$ cat src/sv/bmp_4bpp_palette_decoder_macros.svh
// ---------------------------------------------------------------------------
// bmp_4bpp_palette_decoder_macros.svh
// Assertion shorthands shared by the job queue and lookup modules.
// ---------------------------------------------------------------------------
`ifndef BMP_4BPP_PALETTE_DECODER_MACROS_SVH
`define BMP_4BPP_PALETTE_DECODER_MACROS_SVH

// Clocked assertion, disabled while reset is held
`define BPD_ASSERT(name, prop, msg) \
    name: assert property (@(posedge i_clk) disable iff (!i_rst_n) (prop)) \
        else $error(msg);

// Implication form: when cond holds, check must hold in the same cycle
`define BPD_ASSERT_IMP(name, cond, check, msg) \
    `BPD_ASSERT(name, (cond) |-> (check), msg)

`endif

$ cat src/sv/bpd_pkg.sv
// ---------------------------------------------------------------------------
// bpd_pkg
// Shared types and constants of the 4-bit indexed bitmap decoder.
// ---------------------------------------------------------------------------
package bpd_pkg;

    // File format constants
    localparam logic [15:0] BMP_MAGIC    = 16'd19778;
    localparam logic [5:0]  HEADER_LAST  = 6'd53;
    localparam int          INDEX_BITS   = 4;
    localparam int          PAL_DEPTH    = 16;
    localparam logic [31:0] MAX_COLORS   = 32'd16;
    localparam int          QUEUE_DEPTH  = 4;

    // Result kinds
    localparam logic [1:0] KIND_PIXEL       = 2'd0;
    localparam logic [1:0] KIND_BAD_MAGIC   = 2'd1;
    localparam logic [1:0] KIND_BAD_PLANES  = 2'd2;
    localparam logic [1:0] KIND_UNSUPPORTED = 2'd3;

    // Job opcodes between front and back
    localparam logic [1:0] JOB_WR  = 2'd0;   // palette entry write
    localparam logic [1:0] JOB_PIX = 2'd1;   // one or two pixels
    localparam logic [1:0] JOB_ERR = 2'd2;   // error result

    typedef struct packed {
        logic [7:0] data_byte;
        logic       start_of_file;
    } t_item;

    typedef struct packed {
        logic [1:0]  kind;
        logic [7:0]  red;
        logic [7:0]  green;
        logic [7:0]  blue;
        logic [11:0] pixel_row;
        logic [11:0] pixel_column;
        logic        last_pixel;
    } t_result;

    typedef struct packed {
        logic                  vld;
        logic [INDEX_BITS-1:0] idx;
        logic [11:0]           row;
        logic [11:0]           col;
        logic                  last;
    } t_pix;

    typedef struct packed {
        logic [1:0]  op;
        logic [1:0]  kind;
        logic [3:0]  addr;
        logic [23:0] rgb;
        t_pix        pix0;
        t_pix        pix1;
    } t_job;

endpackage

$ cat src/sv/bpd_front.sv
// ---------------------------------------------------------------------------
// bpd_front
// Byte parser: header checks, palette loading and pixel position tracking.
// Emits at most one job per accepted item.
// ---------------------------------------------------------------------------
module bpd_front #(
    parameter int MAX_WIDTH  = 4096,
    parameter int MAX_HEIGHT = 4096
) (
    input  logic          i_clk,
    input  logic          i_rst_n,
    input  logic          i_accept,
    input  bpd_pkg::t_item i_item,
    output logic          o_job_vld,
    output bpd_pkg::t_job o_job
);
    import bpd_pkg::*;

    localparam int WB = $clog2(MAX_WIDTH + 1);
    localparam int HB = $clog2(MAX_HEIGHT + 1);

    localparam logic [2:0] PH_IDLE    = 3'd0;
    localparam logic [2:0] PH_HEADER  = 3'd1;
    localparam logic [2:0] PH_PALETTE = 3'd2;
    localparam logic [2:0] PH_PIXELS  = 3'd3;
    localparam logic [2:0] PH_DONE    = 3'd4;

    logic [2:0]    r_phase,    n_phase;
    logic [5:0]    r_hcnt,     n_hcnt;
    logic [7:0]    r_magic_lo, n_magic_lo;
    logic [7:0]    r_plane_lo, n_plane_lo;
    logic [31:0]   r_width,    n_width;
    logic [31:0]   r_height,   n_height;
    logic [31:0]   r_colors,   n_colors;
    logic [4:0]    r_pal_cnt,  n_pal_cnt;
    logic [1:0]    r_ent_byte, n_ent_byte;
    logic [7:0]    r_blue,     n_blue;
    logic [7:0]    r_green,    n_green;
    logic [4:0]    r_entries,  n_entries;
    logic [WB-1:0] r_col,      n_col;
    logic [HB-1:0] r_rowd,     n_rowd;
    logic [2:0]    r_pad,      n_pad;

    logic [2:0]    eff_phase;
    logic [5:0]    k;
    logic [7:0]    b;
    logic [1:0]    lane;
    logic [4:0]    ent_inc;
    logic          active;
    logic [3:0]    nib;
    logic [WB-1:0] col_nxt;
    t_pix          pix [2];
    t_job          job;
    logic          job_vld;

    // Parser next state and job build
    always_comb begin
        n_phase    = r_phase;
        n_hcnt     = r_hcnt;
        n_magic_lo = r_magic_lo;
        n_plane_lo = r_plane_lo;
        n_width    = r_width;
        n_height   = r_height;
        n_colors   = r_colors;
        n_pal_cnt  = r_pal_cnt;
        n_ent_byte = r_ent_byte;
        n_blue     = r_blue;
        n_green    = r_green;
        n_entries  = r_entries;
        n_col      = r_col;
        n_rowd     = r_rowd;
        n_pad      = r_pad;
        job        = '0;
        job_vld    = 1'b0;
        b          = i_item.data_byte;
        eff_phase  = i_item.start_of_file ? PH_HEADER : r_phase;
        k          = i_item.start_of_file ? 6'd0 : r_hcnt;
        lane       = 2'd0;
        ent_inc    = r_entries + 5'd1;
        active     = 1'b0;
        nib        = '0;
        col_nxt    = '0;
        pix[0]     = '0;
        pix[1]     = '0;

        if (i_accept) begin
            if (i_item.start_of_file) begin
                n_phase = PH_HEADER;
            end
            case (eff_phase)
                PH_HEADER: begin
                    n_hcnt = k + 6'd1;
                    if (k == 6'd0) begin
                        n_magic_lo = b;
                    end
                    if (k == 6'd1 && {b, r_magic_lo} != BMP_MAGIC) begin
                        n_phase  = PH_DONE;
                        job_vld  = 1'b1;
                        job.op   = JOB_ERR;
                        job.kind = KIND_BAD_MAGIC;
                    end
                    if (k inside {[6'd18:6'd21]}) begin
                        lane = 2'(k - 6'd18);
                        n_width[{lane, 3'b000} +: 8] = b;
                    end
                    if (k inside {[6'd22:6'd25]}) begin
                        lane = 2'(k - 6'd22);
                        n_height[{lane, 3'b000} +: 8] = b;
                    end
                    if (k == 6'd26) begin
                        n_plane_lo = b;
                    end
                    if (k == 6'd27 && {b, r_plane_lo} != 16'd1) begin
                        n_phase  = PH_DONE;
                        job_vld  = 1'b1;
                        job.op   = JOB_ERR;
                        job.kind = KIND_BAD_PLANES;
                    end
                    if (k inside {[6'd46:6'd49]}) begin
                        lane = 2'(k - 6'd46);
                        n_colors[{lane, 3'b000} +: 8] = b;
                    end
                    // End of header: size and palette checks
                    if (k == HEADER_LAST) begin
                        if (r_colors > MAX_COLORS || r_width > 32'(MAX_WIDTH) ||
                            r_height > 32'(MAX_HEIGHT)) begin
                            n_phase  = PH_DONE;
                            job_vld  = 1'b1;
                            job.op   = JOB_ERR;
                            job.kind = KIND_UNSUPPORTED;
                        end else begin
                            n_phase    = PH_PALETTE;
                            n_pal_cnt  = (r_colors == 32'd0) ? 5'd16 : r_colors[4:0];
                            n_ent_byte = 2'd0;
                            n_entries  = 5'd0;
                        end
                    end
                end
                PH_PALETTE: begin
                    n_ent_byte = r_ent_byte + 2'd1;
                    case (r_ent_byte)
                        2'd0: n_blue  = b;
                        2'd1: n_green = b;
                        2'd2: begin
                            job_vld  = 1'b1;
                            job.op   = JOB_WR;
                            job.addr = r_entries[3:0];
                            job.rgb  = {b, r_green, r_blue};
                        end
                        default: begin
                            n_entries = ent_inc;
                            if (ent_inc >= r_pal_cnt) begin
                                n_col  = '0;
                                n_rowd = HB'(r_height - 32'd1);
                                n_pad  = 3'd0;
                                n_phase = (r_width == 32'd0 || r_height == 32'd0) ?
                                          PH_DONE : PH_PIXELS;
                            end
                        end
                    endcase
                end
                PH_PIXELS: begin
                    // Two nibbles, high first; padding nibbles are dropped
                    active = 1'b1;
                    for (int n = 0; n < 2; n++) begin
                        nib = (n == 0) ? b[7:4] : b[3:0];
                        if (active) begin
                            if (n_pad != 3'd0) begin
                                n_pad = n_pad - 3'd1;
                            end else begin
                                pix[n].vld = 1'b1;
                                pix[n].idx = nib;
                                pix[n].row = 12'(n_rowd);
                                pix[n].col = 12'(n_col);
                                col_nxt    = n_col + WB'(1);
                                if (32'(col_nxt) == r_width) begin
                                    n_col = '0;
                                    n_pad = 3'd0 - r_width[2:0];
                                    if (n_rowd == '0) begin
                                        pix[n].last = 1'b1;
                                        active      = 1'b0;
                                        n_phase     = PH_DONE;
                                    end else begin
                                        n_rowd = n_rowd - HB'(1);
                                    end
                                end else begin
                                    n_col = col_nxt;
                                end
                            end
                        end
                    end
                    job.op   = JOB_PIX;
                    job.pix0 = pix[0];
                    job.pix1 = pix[1];
                    job_vld  = pix[0].vld | pix[1].vld;
                end
                default: ;
            endcase
        end
    end

    // Control registers
    always_ff @(posedge i_clk) begin
        if (!i_rst_n) begin
            r_phase    <= PH_IDLE;
            r_hcnt     <= '0;
            r_ent_byte <= '0;
            r_entries  <= '0;
            r_pal_cnt  <= '0;
            r_col      <= '0;
            r_rowd     <= '0;
            r_pad      <= '0;
        end else begin
            r_phase    <= n_phase;
            r_hcnt     <= n_hcnt;
            r_ent_byte <= n_ent_byte;
            r_entries  <= n_entries;
            r_pal_cnt  <= n_pal_cnt;
            r_col      <= n_col;
            r_rowd     <= n_rowd;
            r_pad      <= n_pad;
        end
    end

    // Header fields and partial color
    always_ff @(posedge i_clk) begin
        r_magic_lo <= n_magic_lo;
        r_plane_lo <= n_plane_lo;
        r_width    <= n_width;
        r_height   <= n_height;
        r_colors   <= n_colors;
        r_blue     <= n_blue;
        r_green    <= n_green;
    end

    assign o_job_vld = job_vld;
    assign o_job     = job;

endmodule

$ cat src/sv/bpd_queue.sv
// ---------------------------------------------------------------------------
// bpd_queue
// Short job queue between the parser and the palette lookup stage.
// ---------------------------------------------------------------------------
`include "bmp_4bpp_palette_decoder_macros.svh"

module bpd_queue (
    input  logic          i_clk,
    input  logic          i_rst_n,
    input  logic          i_push,
    input  bpd_pkg::t_job i_data,
    input  logic          i_pop,
    output bpd_pkg::t_job o_data,
    output logic          o_full,
    output logic          o_empty
);
    import bpd_pkg::*;

    localparam int PB = $clog2(QUEUE_DEPTH);

    t_job          r_mem [QUEUE_DEPTH];
    logic [PB-1:0] r_wr_ptr;
    logic [PB-1:0] r_rd_ptr;
    logic [PB:0]   r_count;
    logic          do_push;
    logic          do_pop;

    assign o_full  = (r_count == (PB+1)'(QUEUE_DEPTH));
    assign o_empty = (r_count == '0);
    assign do_push = i_push && !o_full;
    assign do_pop  = i_pop && !o_empty;
    assign o_data  = r_mem[r_rd_ptr];

    // Pointers and fill count
    always_ff @(posedge i_clk) begin
        if (!i_rst_n) begin
            r_wr_ptr <= '0;
            r_rd_ptr <= '0;
            r_count  <= '0;
        end else begin
            if (do_push) begin
                r_wr_ptr <= r_wr_ptr + PB'(1);
            end
            if (do_pop) begin
                r_rd_ptr <= r_rd_ptr + PB'(1);
            end
            r_count <= r_count + (PB+1)'(do_push) - (PB+1)'(do_pop);
        end
    end

    // Storage
    always_ff @(posedge i_clk) begin
        if (do_push) begin
            r_mem[r_wr_ptr] <= i_data;
        end
    end

    `BPD_ASSERT(a_count_range, r_count <= (PB+1)'(QUEUE_DEPTH), "queue count over depth")
    `BPD_ASSERT(a_ptr_track, r_wr_ptr == PB'(r_rd_ptr + r_count[PB-1:0]), "pointers out of step")
    `BPD_ASSERT_IMP(a_no_overflow, i_push, !o_full, "job pushed into full queue")

endmodule

$ cat src/sv/bpd_back.sv
// ---------------------------------------------------------------------------
// bpd_back
// Executes jobs: palette writes, palette lookups and the result register.
// One result per cycle while the result register is empty or being popped.
// ---------------------------------------------------------------------------
`include "bmp_4bpp_palette_decoder_macros.svh"

module bpd_back (
    input  logic             i_clk,
    input  logic             i_rst_n,
    input  logic             i_q_empty,
    input  bpd_pkg::t_job    i_q_data,
    output logic             o_q_pop,
    input  logic             i_pop,
    output logic             o_empty,
    output bpd_pkg::t_result o_result
);
    import bpd_pkg::*;

    typedef struct packed {
        logic [1:0]  kind;
        logic [11:0] row;
        logic [11:0] col;
        logic        last;
    } t_meta;

    logic [23:0] r_pal [PAL_DEPTH];
    logic [23:0] r_rd_data;
    t_meta       r_meta;
    logic        r_s2_vld;
    logic        r_sub, n_sub;

    logic                  adv;
    logic                  mem_we;
    logic                  iss_vld;
    logic                  iss_pix;
    logic [INDEX_BITS-1:0] iss_idx;
    t_meta                 iss_meta;

    assign adv = !r_s2_vld || i_pop;

    // Job sequencing: one pixel issued per cycle while the result stage advances
    always_comb begin
        o_q_pop  = 1'b0;
        n_sub    = r_sub;
        mem_we   = 1'b0;
        iss_vld  = 1'b0;
        iss_pix  = 1'b0;
        iss_idx  = '0;
        iss_meta = '0;
        if (!i_q_empty && adv) begin
            case (i_q_data.op)
                JOB_WR: begin
                    mem_we  = 1'b1;
                    o_q_pop = 1'b1;
                end
                JOB_ERR: begin
                    iss_vld       = 1'b1;
                    iss_meta.kind = i_q_data.kind;
                    o_q_pop       = 1'b1;
                end
                JOB_PIX: begin
                    iss_vld       = 1'b1;
                    iss_pix       = 1'b1;
                    iss_meta.kind = KIND_PIXEL;
                    if (!r_sub && i_q_data.pix0.vld) begin
                        iss_idx       = i_q_data.pix0.idx;
                        iss_meta.row  = i_q_data.pix0.row;
                        iss_meta.col  = i_q_data.pix0.col;
                        iss_meta.last = i_q_data.pix0.last;
                        if (i_q_data.pix1.vld) begin
                            n_sub = 1'b1;
                        end else begin
                            o_q_pop = 1'b1;
                        end
                    end else begin
                        iss_idx       = i_q_data.pix1.idx;
                        iss_meta.row  = i_q_data.pix1.row;
                        iss_meta.col  = i_q_data.pix1.col;
                        iss_meta.last = i_q_data.pix1.last;
                        n_sub         = 1'b0;
                        o_q_pop       = 1'b1;
                    end
                end
                default: o_q_pop = 1'b1;
            endcase
        end
    end

    // Control
    always_ff @(posedge i_clk) begin
        if (!i_rst_n) begin
            r_sub    <= 1'b0;
            r_s2_vld <= 1'b0;
        end else begin
            r_sub <= n_sub;
            if (adv) begin
                r_s2_vld <= iss_vld;
            end
        end
    end

    // Result metadata
    always_ff @(posedge i_clk) begin
        if (adv) begin
            r_meta <= iss_meta;
        end
    end

    // Palette memory, registered read
    always_ff @(posedge i_clk) begin
        if (mem_we) begin
            r_pal[i_q_data.addr] <= i_q_data.rgb;
        end
        if (adv && iss_pix) begin
            r_rd_data <= r_pal[iss_idx];
        end
    end

    // Result port
    always_comb begin
        o_empty               = !r_s2_vld;
        o_result.kind         = r_meta.kind;
        o_result.red          = (r_meta.kind == KIND_PIXEL) ? r_rd_data[23:16] : 8'd0;
        o_result.green        = (r_meta.kind == KIND_PIXEL) ? r_rd_data[15:8]  : 8'd0;
        o_result.blue         = (r_meta.kind == KIND_PIXEL) ? r_rd_data[7:0]   : 8'd0;
        o_result.pixel_row    = r_meta.row;
        o_result.pixel_column = r_meta.col;
        o_result.last_pixel   = r_meta.last;
    end

    `BPD_ASSERT_IMP(a_sub_on_pair, r_sub,
        !i_q_empty && i_q_data.op == JOB_PIX && i_q_data.pix1.vld,
        "second pixel pending without a pixel pair at queue head")
    `BPD_ASSERT_IMP(a_pix_job_nonempty, !i_q_empty && i_q_data.op == JOB_PIX,
        i_q_data.pix0.vld || i_q_data.pix1.vld, "pixel job without pixels")
    `BPD_ASSERT_IMP(a_err_fields_zero, r_s2_vld && r_meta.kind != KIND_PIXEL,
        r_meta.row == 12'd0 && r_meta.col == 12'd0 && !r_meta.last,
        "error result carries position")

endmodule

$ cat src/sv/bmp_4bpp_palette_decoder.sv
// ---------------------------------------------------------------------------
// bmp_4bpp_palette_decoder
// Streaming decoder for 4-bit indexed bitmap files: header checks, palette
// load and one RGB pixel item per index.
//
//   Channel   Direction  Handshake             Payload
//   input     in         push / full           i_item   (data_byte, start_of_file)
//   result    out        empty / pop           o_result (kind, rgb, row, col, last)
//
// The parser takes one input item per cycle while the job queue has room.
// The palette lookup stage delivers one result per cycle while results are
// popped; a pixel byte (two pixels) yields two results.
// A byte's job passes through the job queue and then the result register.
// Synchronous active-low reset clears all control state; no clearing pass.
// A stalled result register backs up the queue, then full rises.
// ---------------------------------------------------------------------------
module bmp_4bpp_palette_decoder #(
    parameter int MAX_WIDTH  = 4096,
    parameter int MAX_HEIGHT = 4096
) (
    input  logic             i_clk,
    input  logic             i_rst_n,
    input  logic             push,
    input  bpd_pkg::t_item   i_item,
    output logic             full,
    output logic             empty,
    input  logic             pop,
    output bpd_pkg::t_result o_result
);
    import bpd_pkg::*;

    logic accept;
    logic job_vld;
    t_job job;
    t_job q_data;
    logic q_empty;
    logic q_pop;

    assign accept = push && !full;

    // Parser
    bpd_front #(
        .MAX_WIDTH  (MAX_WIDTH),
        .MAX_HEIGHT (MAX_HEIGHT)
    ) u_front (
        .i_clk     (i_clk),
        .i_rst_n   (i_rst_n),
        .i_accept  (accept),
        .i_item    (i_item),
        .o_job_vld (job_vld),
        .o_job     (job)
    );

    // Job queue
    bpd_queue u_queue (
        .i_clk   (i_clk),
        .i_rst_n (i_rst_n),
        .i_push  (job_vld),
        .i_data  (job),
        .i_pop   (q_pop),
        .o_data  (q_data),
        .o_full  (full),
        .o_empty (q_empty)
    );

    // Lookup and result stage
    bpd_back u_back (
        .i_clk     (i_clk),
        .i_rst_n   (i_rst_n),
        .i_q_empty (q_empty),
        .i_q_data  (q_data),
        .o_q_pop   (q_pop),
        .i_pop     (pop),
        .o_empty   (empty),
        .o_result  (o_result)
    );

endmodule

$ cat config.mk
export PLATFORM = sky130hd
export DESIGN_NAME = bmp_4bpp_palette_decoder
export DESIGN_NICKNAME = d
export VERILOG_FILES = /design/src/sv/bpd_pkg.sv /design/src/sv/bpd_front.sv /design/src/sv/bpd_queue.sv /design/src/sv/bpd_back.sv /design/src/sv/bmp_4bpp_palette_decoder.sv
export VERILOG_INCLUDE_DIRS = /design/src /design/src/sv
export SDC_FILE = /design/constraint.sdc
export NUM_CORES = 1
export LEC_CHECK = 0
export ABC_AREA = 1
export BUFFER_PORTS_ARGS = -buffer_cell sky130_fd_sc_hd__buf_2
export CORE_MARGIN = 3
export CORE_UTILIZATION = 37
export CTS_CLUSTER_SIZE = 28
export DETAILED_ROUTE_END_ITERATION = 8
export SLEW_MARGIN = 20
export SYNTH_ARGS = -nofsm -noshare
export SYNTH_HDL_FRONTEND = slang
export SYNTH_SLANG_ARGS = --single-unit
$ cat constraint.sdc
create_clock -name i_clk -period 10.35 [get_ports i_clk]
set_clock_uncertainty 0.1 [all_clocks]
set_input_delay 2.07 -clock i_clk [delete_from_list [all_inputs] [get_ports i_clk]]
set_output_delay 2.07 -clock i_clk [all_outputs]
set_load 0.02 [all_outputs]
After elaboration in Yosys (flattened, before gate mapping) --
Memory sizes are Yosys's and may differ from the RTL's. A register that Yosys moved wholly into a read port is not among the register bits. Cells that the tools add are included.
Cells by class: muxes and demuxes 118, shift operators 6, bitwise logic cells 2, $lt $le $gt $ge 10, add/subtract/negate cells 21, reductions and logical operators 50, eq/ne operators 21
Operators by type and width (number):
- $mux 13 | 20
- $mux 30 | 7
- $bwmux 32 | 3
- $logic_not 32->1 | 3
- $shift 8x7->32 const A | 3
- $shiftx 8x7->32 | 3
- $mux 92 | 1
- $mux 3 | 24
- $eq 13x32->1 | 2
- $gt 32x13->1 const B | 2
- $mux 60 | 1
- $mux 28 | 2
- $pmux 13 s2 | 2
- $sub 13x1->13 const B | 3
- $gt 32x5->1 const B | 1
- $mux 1 | 31
- $mux 4 | 7
- $add 13x1->13 const B | 2
- $logic_not 13->1 | 2
- $mux 25 | 1
- $mux 8 | 3
- $reduce_and 3->1 | 8
- $neg 5->7 | 3
- $mux 5 | 4
- 47 further kinds | 90
Word-level totals: output and inout port bits 53, bits in writable memories 752, memories 2, bits in registers 214, logic and storage cells 254, input port bits 13
Memory list:
- u_back.r_pal | depth 16, width 24, read ports 1, clocked after Yosys merged registers in 1, wr ports 1, line bpd_back.sv:27 | logic [23:0] r_pal [PAL_DEPTH];
- u_queue.r_mem | depth 4, width 92, read ports 1, clocked after Yosys merged registers in 1, wr ports 1, line bpd_queue.sv:21 | t_job r_mem [QUEUE_DEPTH];

Longest topological paths before layout --
Gate-level depths: netlist of the first run.
depth in word-level cells 19, mapped depth 32, gate-level depth less buffers 32

Modules after synthesis --
A second synthesis of the first run with hierarchy kept.
Second synthesis, totals: cells, all modules 4229, area total of the unflattened synthesis 44614.0 um2
By module, submodules not included:
- bpd_back | instances 1, area each 19338.5 um2, seq. area each 13102.6 um2, cells each 1800
- bpd_queue | instances 1, area each 14117.3 um2, seq. area each 11230.8 um2, cells each 958
- bpd_front | instances 1, area each 11148.2 um2, seq. area each 4844.6 um2, cells each 1469
- bmp_4bpp_palette_decoder | instances 1, area each 10.0 um2, seq. area each 0.0 um2, cells each 2

Worst setup path before layout of the first run --
Ideal clock, no wire load.
kind in2reg, start point input port i_item[0] (netlist name), end point memory u_queue.r_mem[0][0] (netlist name) (enable), cell stages on the path 15, data required time 9.706 ns, data arrival time 7.989 ns, slack 1.717 ns, path buffers 3, library setup time 0.544 ns, path through clkbuf_1 > nor2_1 > clkbuf_1 > clkbuf_1 > ha_1 > inv_1 > nor3_1 > inv_1 > nor2_1 > nand2_1 > inv_1 > o31ai_1 > nand4_1 > nand2_1 > nor2_1
Between the ends: word-level cells in the longest chain between the ends 12, elaborated cells between the ends (all ways) 19, classes of those cells eq/ne (6); mux (10); reduce/logical (3)
Ends and longest elaborated chain:
- from (decl) | line bmp_4bpp_palette_decoder.sv:24 | input bpd_pkg::t_item i_item,
- $mux 6 | line bpd_front.sv:77 | k = i_item.start_of_file ? 6'd0 : r_hcnt;
- $eq 6x1->1 | line bpd_front.sv:96 | if (k == 6'd1 && {b, r_magic_lo} != BMP_MAGIC) begin
- $logic_and 1x1->1 | line bpd_front.sv:96
- $mux 1 | line bpd_front.sv:96
- $mux 1 | line bpd_front.sv:113 | if (k == 6'd27 && {b, r_plane_lo} != 16'd1) begin
- $mux 1 | line bpd_front.sv:125 | if (r_colors > MAX_COLORS || r_width > 32'(MAX_WIDTH) ||
- $mux 1 | line bpd_front.sv:124 | if (k == HEADER_LAST) begin
- $pmux 1 s3 (*) | line bpd_front.sv:90 | case (eff_phase)
- $mux 1 (*) | line bpd_front.sv:86 | if (i_accept) begin
- $logic_and 1x1->1 (*) | line bpd_queue.sv:30 | assign do_push = i_push && !o_full;
- $mux 1 (*) | line bpd_queue.sv:53 | if (do_push) begin
- $mux 1 (implied by the code) (*) | line bpd_queue.sv:54 | r_mem[r_wr_ptr] <= i_data;
- to (decl) | line bpd_queue.sv:21
Every way passes the cells marked *; elsewhere a longest branch is shown, timed or not.

==> impl_metrics.prom, run 1 <==
# TYPE chip_impl_metric gauge
chip_impl_info{name="ys.flop_type",value="sky130_fd_sc_hd__edfxtp_1"} 1
chip_impl_metric{name="vdd_drop_max",unit="mV"} 0.168
chip_impl_metric{name="track_usage",unit=""} 0.180
chip_impl_metric{name="cts_made_buffers",unit=""} 102
chip_impl_metric{name="synthesis.area",unit="mm2"} 0.0427
chip_impl_metric{name="routed_wl",unit="um"} 111000
chip_impl_metric{name="final_layout_size_suffix_gt1_frac",unit=""} 0.100
chip_impl_metric{name="postCtsSetupBuffers",unit=""} 0
chip_impl_info{name="timing_worst_setup_path_type",value="reg2reg"} 1
chip_impl_metric{name="p_leak",unit="nW"} 17.3
chip_impl_metric{name="synthDistinctLibCells",unit=""} 55
chip_impl_metric{name="cts.clk_slew.worst_paths",unit="ns"} 0.07
chip_impl_metric{name="drc",unit=""} 0
chip_impl_metric{name="floorplan.io_pins",unit=""} 66
chip_impl_metric{name="vias_in_the_first_global_route",unit=""} 27039
chip_impl_metric{name="holdBufCountCts",unit=""} 0
chip_impl_metric{name="layout-area-overhead-vs-synth",unit="%"} 12.7
chip_impl_metric{name="floorplan.rows",unit=""} 124
chip_impl_metric{name="cts.repair.resized",unit=""} 0
chip_impl_metric{name="worstPathRequired",unit="ns"} 10.66
chip_impl_info{name="startpoint_type",value="flip-flop"} 1
chip_impl_metric{name="globalRoute.totalOverflow",unit=""} 0
chip_impl_metric{name="ys_seq_area_frac",unit=""} 0.683
chip_impl_info{name="critPathSlowestCell",value="sky130_fd_sc_hd__buf_4"} 1
chip_impl_metric{name="h_tree_depth",unit=""} 3
chip_impl_metric{name="dp_hpwl",unit="um"} 64500
chip_impl_info{name="grt_setup_unrepaired",value="false"} 1
chip_impl_metric{name="warnings_synthesis",unit=""} 0
chip_impl_info{name="run_status",value="finished, final reports clean"} 1
chip_impl_metric{name="grt_start_max_net_pins",unit=""} 152
chip_impl_metric{name="worst_pin_slew",unit="ns"} 1.14
chip_impl_metric{name="chipHeight",unit="um"} 346
chip_impl_metric{name="route.vias.total",unit=""} 28707
chip_impl_metric{name="first_pass_iters",unit=""} 7
chip_impl_info{name="cts_root_buf",value="sky130_fd_sc_hd__clkbuf_16"} 1
chip_impl_metric{name="count_of_nets_left_with_antenna_violations_after_detail_routing",unit=""} 0
chip_impl_metric{name="finalCoreUtilization",unit=""} 0.421
chip_impl_metric{name="maxCapViolCount",unit=""} 0
chip_impl_metric{name="p_per_area",unit="mW/mm2"} 229
chip_impl_metric{name="grt_antenna_before_repair",unit=""} 3
chip_impl_metric{name="worst_ep_arrival_time",unit="ns"} 6.60
chip_impl_info{name="cts_tree",value="done"} 1
chip_impl_metric{name="report.final.slew_viol_count",unit=""} 0
chip_impl_metric{name="cts.path.max_buffers",unit=""} 3
chip_impl_info{name="setup.worst_path.end_class",value="flip-flop"} 1
chip_impl_metric{name="tritoncts_num_sinks",unit=""} 992
chip_impl_metric{name="die-area",unit="mm2"} 0.120
chip_impl_info{name="hold_start",value="u_front.r_phase[1]"} 1
chip_impl_metric{name="drtIter0Drc",unit=""} 3086
chip_impl_metric{name="synthArstFlopShare",unit=""} 0
chip_impl_metric{name="wl_per_cell",unit="um"} 21.1
chip_impl_metric{name="die_width",unit="um"} 346
chip_impl_metric{name="timing.final.crit_share",unit=""} 0.607
chip_impl_metric{name="synth-edff-count",unit=""} 931
chip_impl_info{name="hold_path_class",value="reg2reg"} 1
chip_impl_info{name="layout_commonest_cell",value="sky130_fd_sc_hd__edfxtp_1"} 1
chip_impl_info{name="timing.critical_path.cells",value="buf_4, inv_6, o21ai_0, o22ai_1, inv_1, nor2_1, inv_2, o221ai_4, buf_4, nand3_4, buf_4, mux2i_1, o22ai_1, o211ai_1, nand2_1"} 1
chip_impl_metric{name="portBuffers",unit=""} 65
chip_impl_metric{name="period_needed",unit="ns"} 6.29
chip_impl_metric{name="number_of_synthesized_register_bits",unit=""} 992
chip_impl_metric{name="design.final.nets",unit=""} 3736
chip_impl_metric{name="finalHoldViolCount",unit=""} 0
chip_impl_metric{name="via_per_inst",unit=""} 5.44
chip_impl_metric{name="core_area",unit="mm2"} 0.115
chip_impl_metric{name="initial_utilization",unit=""} 0.373
chip_impl_metric{name="max_slew_margin",unit=""} 0.236
chip_impl_metric{name="postSynthCellCount",unit=""} 3653
chip_impl_metric{name="syn-num-nets",unit=""} 3703
chip_impl_metric{name="place_congestion",unit=""} 0.899
chip_impl_metric{name="setup-tns-final",unit="ns"} 0
chip_impl_metric{name="fmax",unit="MHz"} 159
chip_impl_metric{name="insertion_delay_of_the_later_clocked_pin_in_the_worst_skew_pair",unit="ns"} 0.70
chip_impl_metric{name="finalSetupViolCount",unit=""} 0
chip_impl_metric{name="syn_avg_cell_area",unit="um2"} 11.7
chip_impl_metric{name="grt_pass1_wl",unit="um"} 167000
chip_impl_info{name="cp_common_cell",value="sky130_fd_sc_hd__buf_4"} 1
chip_impl_info{name="most-common-layout-cells",value="931 x sky130_fd_sc_hd__edfxtp_1, 480 x sky130_fd_sc_hd__nor2_1, 443 x sky130_fd_sc_hd__nand2_1, 344 x sky130_fd_sc_hd__o21ai_0, 224 x sky130_fd_sc_hd__inv_1"} 1
chip_impl_metric{name="crit_path_max_incr_delay",unit="ns"} 0.82
chip_impl_metric{name="timing.critical_path.fanout_max",unit=""} 93
-- final timing paths --
kind	end	slack [ns]	depth (start not counted)
setup / recovery	u_back.r_rd_data[23]	4.06	15
hold / removal	u_front.r_phase[1]	0.38	2
setup reg to reg	u_back.r_rd_data[23]	4.06	15
hold reg to reg	u_front.r_phase[1]	0.38	2
-- layout make-up --
class | instances | area, um2
Tap cell | 1512 | 1890
Clock buffer | 132 | 2720
Timing Repair Buffer | 124 | 866
Sequential cell | 992 | 29200
Antenna cell | 2 | 5.00
Clock inverter | 53 | 433
Fill cell | 10662 | 66300
Inverter | 244 | 927
Multi-Input combinational cell | 2222 | 12100
-- power breakdown --
group | leakage (nW) | switching (mW) | internal, mW
combinational | 6.25 | 1.89 | 0.635
sequential | 9.57 | 0.118 | 4.94
clock | 1.53 | 1.52 | 1.93
-- Yosys cell counts (all sizes together) (2+ instances only) --
cell    number  area, um2
edfxtp     931      28000
nor2       526       2090
nand2      466       1840
o21ai      356       1800
inv        239        897
nand3      189       1010
clkbuf     163        612
a31oi      127        795
o221ai     103        902
mux2i       96        961
a21oi       87        439
dfxtp       61       1220
nor3        56        285
o22ai       53        332
nand4       40        250
ha          36        450
buf         32        160
nor4        21        138
xor2        17        156
a211oi      10       75.1
a32oi        5       43.8
clkinv       5       18.8
nand3b       5       37.5
o211ai       5       37.5
o21a         4       30.0
o31ai        3       22.5
or2          3       18.8
xnor2        3       26.3
a32o         2       20.0
nor4b        2       17.5
-- metrics by stage --
stage          power (mW)  cells  setup slack, ns  hold WS (ns)  cell area, um2
4_1_cts              11.1   5276             4.03         0.371           48000
2_1_floorplan        6.68   3653             1.72         0.336           42700
3_3_place_gp         7.61   5088             4.05         0.344           44800
3_5_place_dp         7.65   5091             3.98         0.357           44900
6_report             11.0   5281             4.06         0.376           48200
5_1_grt              11.5   5279             3.56         0.400           48200
-- flip-flops by register name (all words and copies together) (netlist names), named ones only --
register and count:
u_queue.r_count 3, u_front.r_rowd 13, u_front.r_blue 8, u_front.r_height 32, u_front.r_green 8, u_front.r_ent_byte 2, u_back.r_pal 384, u_front.r_entries 5
u_front.r_colors 32, u_back.o_result 27, u_front.r_plane_lo 8, u_queue.r_mem 368, u_front.r_magic_lo 8, u_front.r_hcnt 6, u_queue.r_rd_ptr 2, u_front.r_width 32
u_back.r_s2_vld 1, u_front.r_pad 3, u_front.r_pal_cnt 5, u_back.r_rd_data 24, u_back.r_sub 1, u_queue.r_wr_ptr 2, u_front.r_col 13, u_front.r_phase 3
-- worst max-delay path, delay by kind of cell (launching register included) --
family	cells	cell delay, ns
compound gates	5	0.87
flops	1	0.68
simple gates	3	0.84
mux	1	0.28
buf+inv	6	3.06
-- metal layers --
layer,track usage,part of all wire,vias to the layer above
li1,-,-,13393
met1,0.259,0.45,14210
met2,0.285,0.46,954
met3,0.0282,0.068,150
met4,0.0478,0.021,0
met5,0,0,-
-- cell families after synthesis --
group | Yosys count | share of synthesized area
adders and majority gates | 37 | 0.0110
buffers and inverters | 439 | 0.0395
AOI/OAI and AO/OA | 759 | 0.106
muxes | 96 | 0.0225
DFF | 992 | 0.683
xor gates and xnor gates | 21 | 0.00480
and+or+nand+nor | 1309 | 0.133
No activity file was read; power rests on OpenSTA's default activity.
==> run 2: changes to the inputs <==
clock period = 5.3 ns   (was 10.35 ns; I/O delays follow)
==> run 2 against run 1 <==
  * Final cell count up 0.87%
  * Sequential cell count stayed put
  * Combinational power grew 100%
  * Register-to-register slack got worse by 3.5 ns
  * Largest power group unchanged
==> impl_metrics.prom, run 2 (synthesis results as in run 1) <==
# TYPE chip_impl_metric gauge
chip_impl_info{name="run_status",value="finished, final reports clean"} 1
chip_impl_metric{name="grt_antenna_before_repair",unit=""} 4
chip_impl_metric{name="wl_per_cell",unit="um"} 20.8
chip_impl_metric{name="drtIter0Drc",unit=""} 2721
chip_impl_metric{name="final_layout_size_suffix_gt1_frac",unit=""} 0.116
chip_impl_metric{name="setup-tns-final",unit="ns"} 0
chip_impl_metric{name="vdd_drop_max",unit="mV"} 0.431
chip_impl_metric{name="finalHoldViolCount",unit=""} 0
chip_impl_metric{name="timing.final.crit_share",unit=""} 0.898
chip_impl_metric{name="report.final.slew_viol_count",unit=""} 0
chip_impl_metric{name="period_needed",unit="ns"} 4.76
chip_impl_metric{name="via_per_inst",unit=""} 5.36
chip_impl_info{name="grt_setup_unrepaired",value="false"} 1
chip_impl_metric{name="power_share_of_the_sequential_group",unit=""} 0.451
chip_impl_metric{name="drc",unit=""} 0
chip_impl_metric{name="count_of_nets_left_with_antenna_violations_after_detail_routing",unit=""} 0
chip_impl_metric{name="max_slew_margin",unit=""} 0.294
chip_impl_info{name="setup.worst_path.end_class",value="flip-flop"} 1
chip_impl_info{name="most_flops_register",value="u_back.r_pal"} 1
chip_impl_metric{name="final_cell_area",unit="mm2"} 0.0488
chip_impl_metric{name="timing.critical_path.fanout_max",unit=""} 13
chip_impl_metric{name="core_area",unit="mm2"} 0.115
chip_impl_metric{name="maxCapViolCount",unit=""} 0
chip_impl_metric{name="hold-path-cell-count",unit=""} 1
chip_impl_info{name="most-common-layout-cells",value="931 x sky130_fd_sc_hd__edfxtp_1, 480 x sky130_fd_sc_hd__nor2_1, 443 x sky130_fd_sc_hd__nand2_1, 344 x sky130_fd_sc_hd__o21ai_0, 224 x sky130_fd_sc_hd__inv_1"} 1
chip_impl_metric{name="worst_r2r_path_depth",unit=""} 23
chip_impl_metric{name="chipHeight",unit="um"} 346
chip_impl_info{name="startpoint_type",value="flip-flop"} 1
chip_impl_metric{name="portBuffers",unit=""} 65
chip_impl_metric{name="dp_hpwl",unit="um"} 67200
chip_impl_metric{name="grt_pass1_wl",unit="um"} 168000
chip_impl_info{name="crit_family",value="simple AND/OR/NAND/NOR gates"} 1
chip_impl_info{name="timing.critical_path.cells",value="ha_1, nand2_1, nor2_4, nand3_1, xnor3_1, nand2_1, nor2_2, nand2_4, nand3_2, nand2_2, nand2_1, nor2_2, nand4_1, nand2_1, nand2_1, nand2_1, nand3_1, nor2_4, nand2_2, inv_1, nand2_1, nor4_1, buf_4"} 1
chip_impl_metric{name="p_per_area",unit="mW/mm2"} 448
chip_impl_metric{name="cts.path.max_buffers",unit=""} 3
chip_impl_info{name="hold_path_class",value="reg2reg"} 1
chip_impl_metric{name="die_width",unit="um"} 346
chip_impl_info{name="top_regs",value="u_back.r_pal (384), u_queue.r_mem (368)"} 1
chip_impl_info{name="cts_tree",value="done"} 1
chip_impl_info{name="rr_endpoint",value="u_queue.r_mem[3][0]"} 1
chip_impl_metric{name="initial_utilization",unit=""} 0.373
chip_impl_metric{name="grt_start_max_net_pins",unit=""} 148
chip_impl_metric{name="floorplan.io_pins",unit=""} 66
chip_impl_metric{name="die-area",unit="mm2"} 0.120
chip_impl_metric{name="h_tree_depth",unit=""} 3
chip_impl_metric{name="layout-area-overhead-vs-synth",unit="%"} 14.2
chip_impl_metric{name="instances_no_fill",unit=""} 5327
chip_impl_metric{name="worstPathRequired",unit="ns"} 5.74
chip_impl_metric{name="vias_in_the_first_global_route",unit=""} 27067
chip_impl_metric{name="cell_internal_power",unit="mW"} 14.8
chip_impl_metric{name="routed_wl",unit="um"} 111000
chip_impl_info{name="cts_root_buf",value="sky130_fd_sc_hd__clkbuf_16"} 1
chip_impl_metric{name="track_usage",unit=""} 0.180
chip_impl_info{name="cp_common_cell",value="sky130_fd_sc_hd__nand2_1"} 1
chip_impl_info{name="layout_commonest_cell",value="sky130_fd_sc_hd__edfxtp_1"} 1
chip_impl_metric{name="clkPwrFrac",unit=""} 0.315
chip_impl_metric{name="power.combinational.fraction",unit=""} 0.234
chip_impl_metric{name="holdBufCountCts",unit=""} 0
chip_impl_info{name="reg2reg_from",value="u_front.r_col[1]"} 1
chip_impl_info{name="hold_start",value="u_queue.r_rd_ptr[0]"} 1
chip_impl_metric{name="first_pass_iters",unit=""} 6
chip_impl_metric{name="cts.clk_slew.worst_paths",unit="ns"} 0.06
chip_impl_metric{name="globalRoute.totalOverflow",unit=""} 0
chip_impl_metric{name="placed_cell_area",unit="mm2"} 0.0455
chip_impl_metric{name="worst_ep_arrival_time",unit="ns"} 5.20
chip_impl_metric{name="fmax",unit="MHz"} 210
chip_impl_metric{name="power_switching",unit="mW"} 7.03
chip_impl_metric{name="p_leak",unit="nW"} 17.7
chip_impl_metric{name="switching_share",unit=""} 0.322
chip_impl_metric{name="worst_pin_slew",unit="ns"} 1.06
chip_impl_metric{name="crit_path_max_incr_delay",unit="ns"} 0.51
chip_impl_metric{name="critical_path.n_buffers_inverters",unit=""} 2
chip_impl_metric{name="finalSetupViolCount",unit=""} 0
chip_impl_metric{name="place_congestion",unit=""} 0.917
chip_impl_metric{name="design.final.nets",unit=""} 3779
chip_impl_metric{name="insertion_delay_of_the_later_clocked_pin_in_the_worst_skew_pair",unit="ns"} 0.70
chip_impl_metric{name="cts_made_buffers",unit=""} 102
chip_impl_metric{name="ff2ff_setup_slack",unit="ns"} 0.54
chip_impl_metric{name="route.vias.total",unit=""} 28577
chip_impl_info{name="critPathSlowestCell",value="sky130_fd_sc_hd__nor2_2"} 1
chip_impl_metric{name="place_inst",unit=""} 5136
chip_impl_metric{name="floorplan.rows",unit=""} 124
chip_impl_metric{name="max_ffs_per_register",unit=""} 384
chip_impl_info{name="timing_worst_setup_path_type",value="reg2reg"} 1
chip_impl_metric{name="tritoncts_num_sinks",unit=""} 992
run 2: changes by cell type in the layout (fill, tap and decap cells not counted), moves of 3 or more:
| cell | change |
|---|---|
| sky130_fd_sc_hd__clkbuf_1 | -9 |
| sky130_fd_sc_hd__buf_12 | +21 |
| sky130_fd_sc_hd__clkinv_2 | +15 |
| sky130_fd_sc_hd__buf_16 | -3 |
| sky130_fd_sc_hd__clkinv_1 | -9 |
| sky130_fd_sc_hd__clkinvlp_4 | +3 |
| sky130_fd_sc_hd__buf_4 | +25 |
run 2: cell type report:
type	count	area (um2)
Clock buffer	122	2670
Inverter	244	925
Multi-Input combinational cell	2222	12100
Antenna cell	1	2.50
Timing Repair Buffer	167	1390
Fill cell	10562	65700
Tap cell	1512	1890
Clock inverter	67	581
Sequential cell	992	29200
run 2: worst reg2reg max path, cell delays in order (launching register included):
cell	delay [ns]
sky130_fd_sc_hd__dfxtp_1	0.43
sky130_fd_sc_hd__ha_1	0.25
sky130_fd_sc_hd__nand2_1	0.12
sky130_fd_sc_hd__nor2_4	0.21
sky130_fd_sc_hd__nand3_1	0.18
sky130_fd_sc_hd__xnor3_1	0.25
sky130_fd_sc_hd__nand2_1	0.09
sky130_fd_sc_hd__nor2_2	0.05
sky130_fd_sc_hd__nand2_4	0.20
sky130_fd_sc_hd__nand3_2	0.16
sky130_fd_sc_hd__nand2_2	0.17
sky130_fd_sc_hd__nand2_1	0.09
sky130_fd_sc_hd__nor2_2	0.51
sky130_fd_sc_hd__nand4_1	0.26
sky130_fd_sc_hd__nand2_1	0.16
sky130_fd_sc_hd__nand2_1	0.06
sky130_fd_sc_hd__nand2_1	0.17
sky130_fd_sc_hd__nand3_1	0.15
sky130_fd_sc_hd__nor2_4	0.17
sky130_fd_sc_hd__nand2_2	0.10
sky130_fd_sc_hd__inv_1	0.09
sky130_fd_sc_hd__nand2_1	0.07
sky130_fd_sc_hd__nor4_1	0.39
sky130_fd_sc_hd__buf_4	0.22
run 2: power groups by stage:
stage	logic, mW	clock network, mW	registers [mW]
2_1_floorplan	3.02	0	10.0
3_3_place_gp	5.03	0	10.0
3_5_place_dp	5.11	0	10.0
4_1_cts	5.13	7.02	9.85
5_1_grt	5.60	7.36	9.89
6_report	5.11	6.89	9.85
run 2: per-stage QoR:
stage               hold WS [ns]   util  power (mW)  setup slack, ns
floorplan                  0.336      -        13.0           -0.818
global placement           0.342  0.397        15.0            0.506
detailed placement         0.361  0.397        15.1            0.437
CTS                        0.371  0.426        22.0            0.399
global route               0.400  0.426        22.9           0.0919
finish                     0.373  0.426        21.8            0.543
run 2: repair_timing:
action                                  4_1_cts  5_1_grt
gates resized for setup                       0        1
endpoints found under the setup margin        0       71
buffers inserted                              0        1
run 2: metal layers:
layer | part of all wire | wire (um) | global-route usage | vias to the layer above
met5 | 0.00012 | 13 | 0 | -
met4 | 0.021 | 2320 | 0.0474 | 2
met3 | 0.062 | 6830 | 0.0257 | 159
met2 | 0.46 | 51000 | 0.284 | 943
met1 | 0.46 | 50400 | 0.262 | 14002
li1 | - | - | - | 13471
run 2: worst max path at each step:
stage | end | depth (start not counted) | startpoint
after CTS | u_queue.r_mem[0][26] | 21 | u_front.r_col[1]
after global placement | u_queue.r_mem[0][73] | 21 | u_front.r_col[0]
after detailed placement | u_queue.r_mem[0][73] | 21 | u_front.r_col[1]
after global routing | u_queue.r_mem[3][0] | 29 | u_front.r_col[1]
after floorplan | u_queue.r_mem[0][0] | 15 | i_item[0]
final | u_queue.r_mem[3][0] | 23 | u_front.r_col[1]
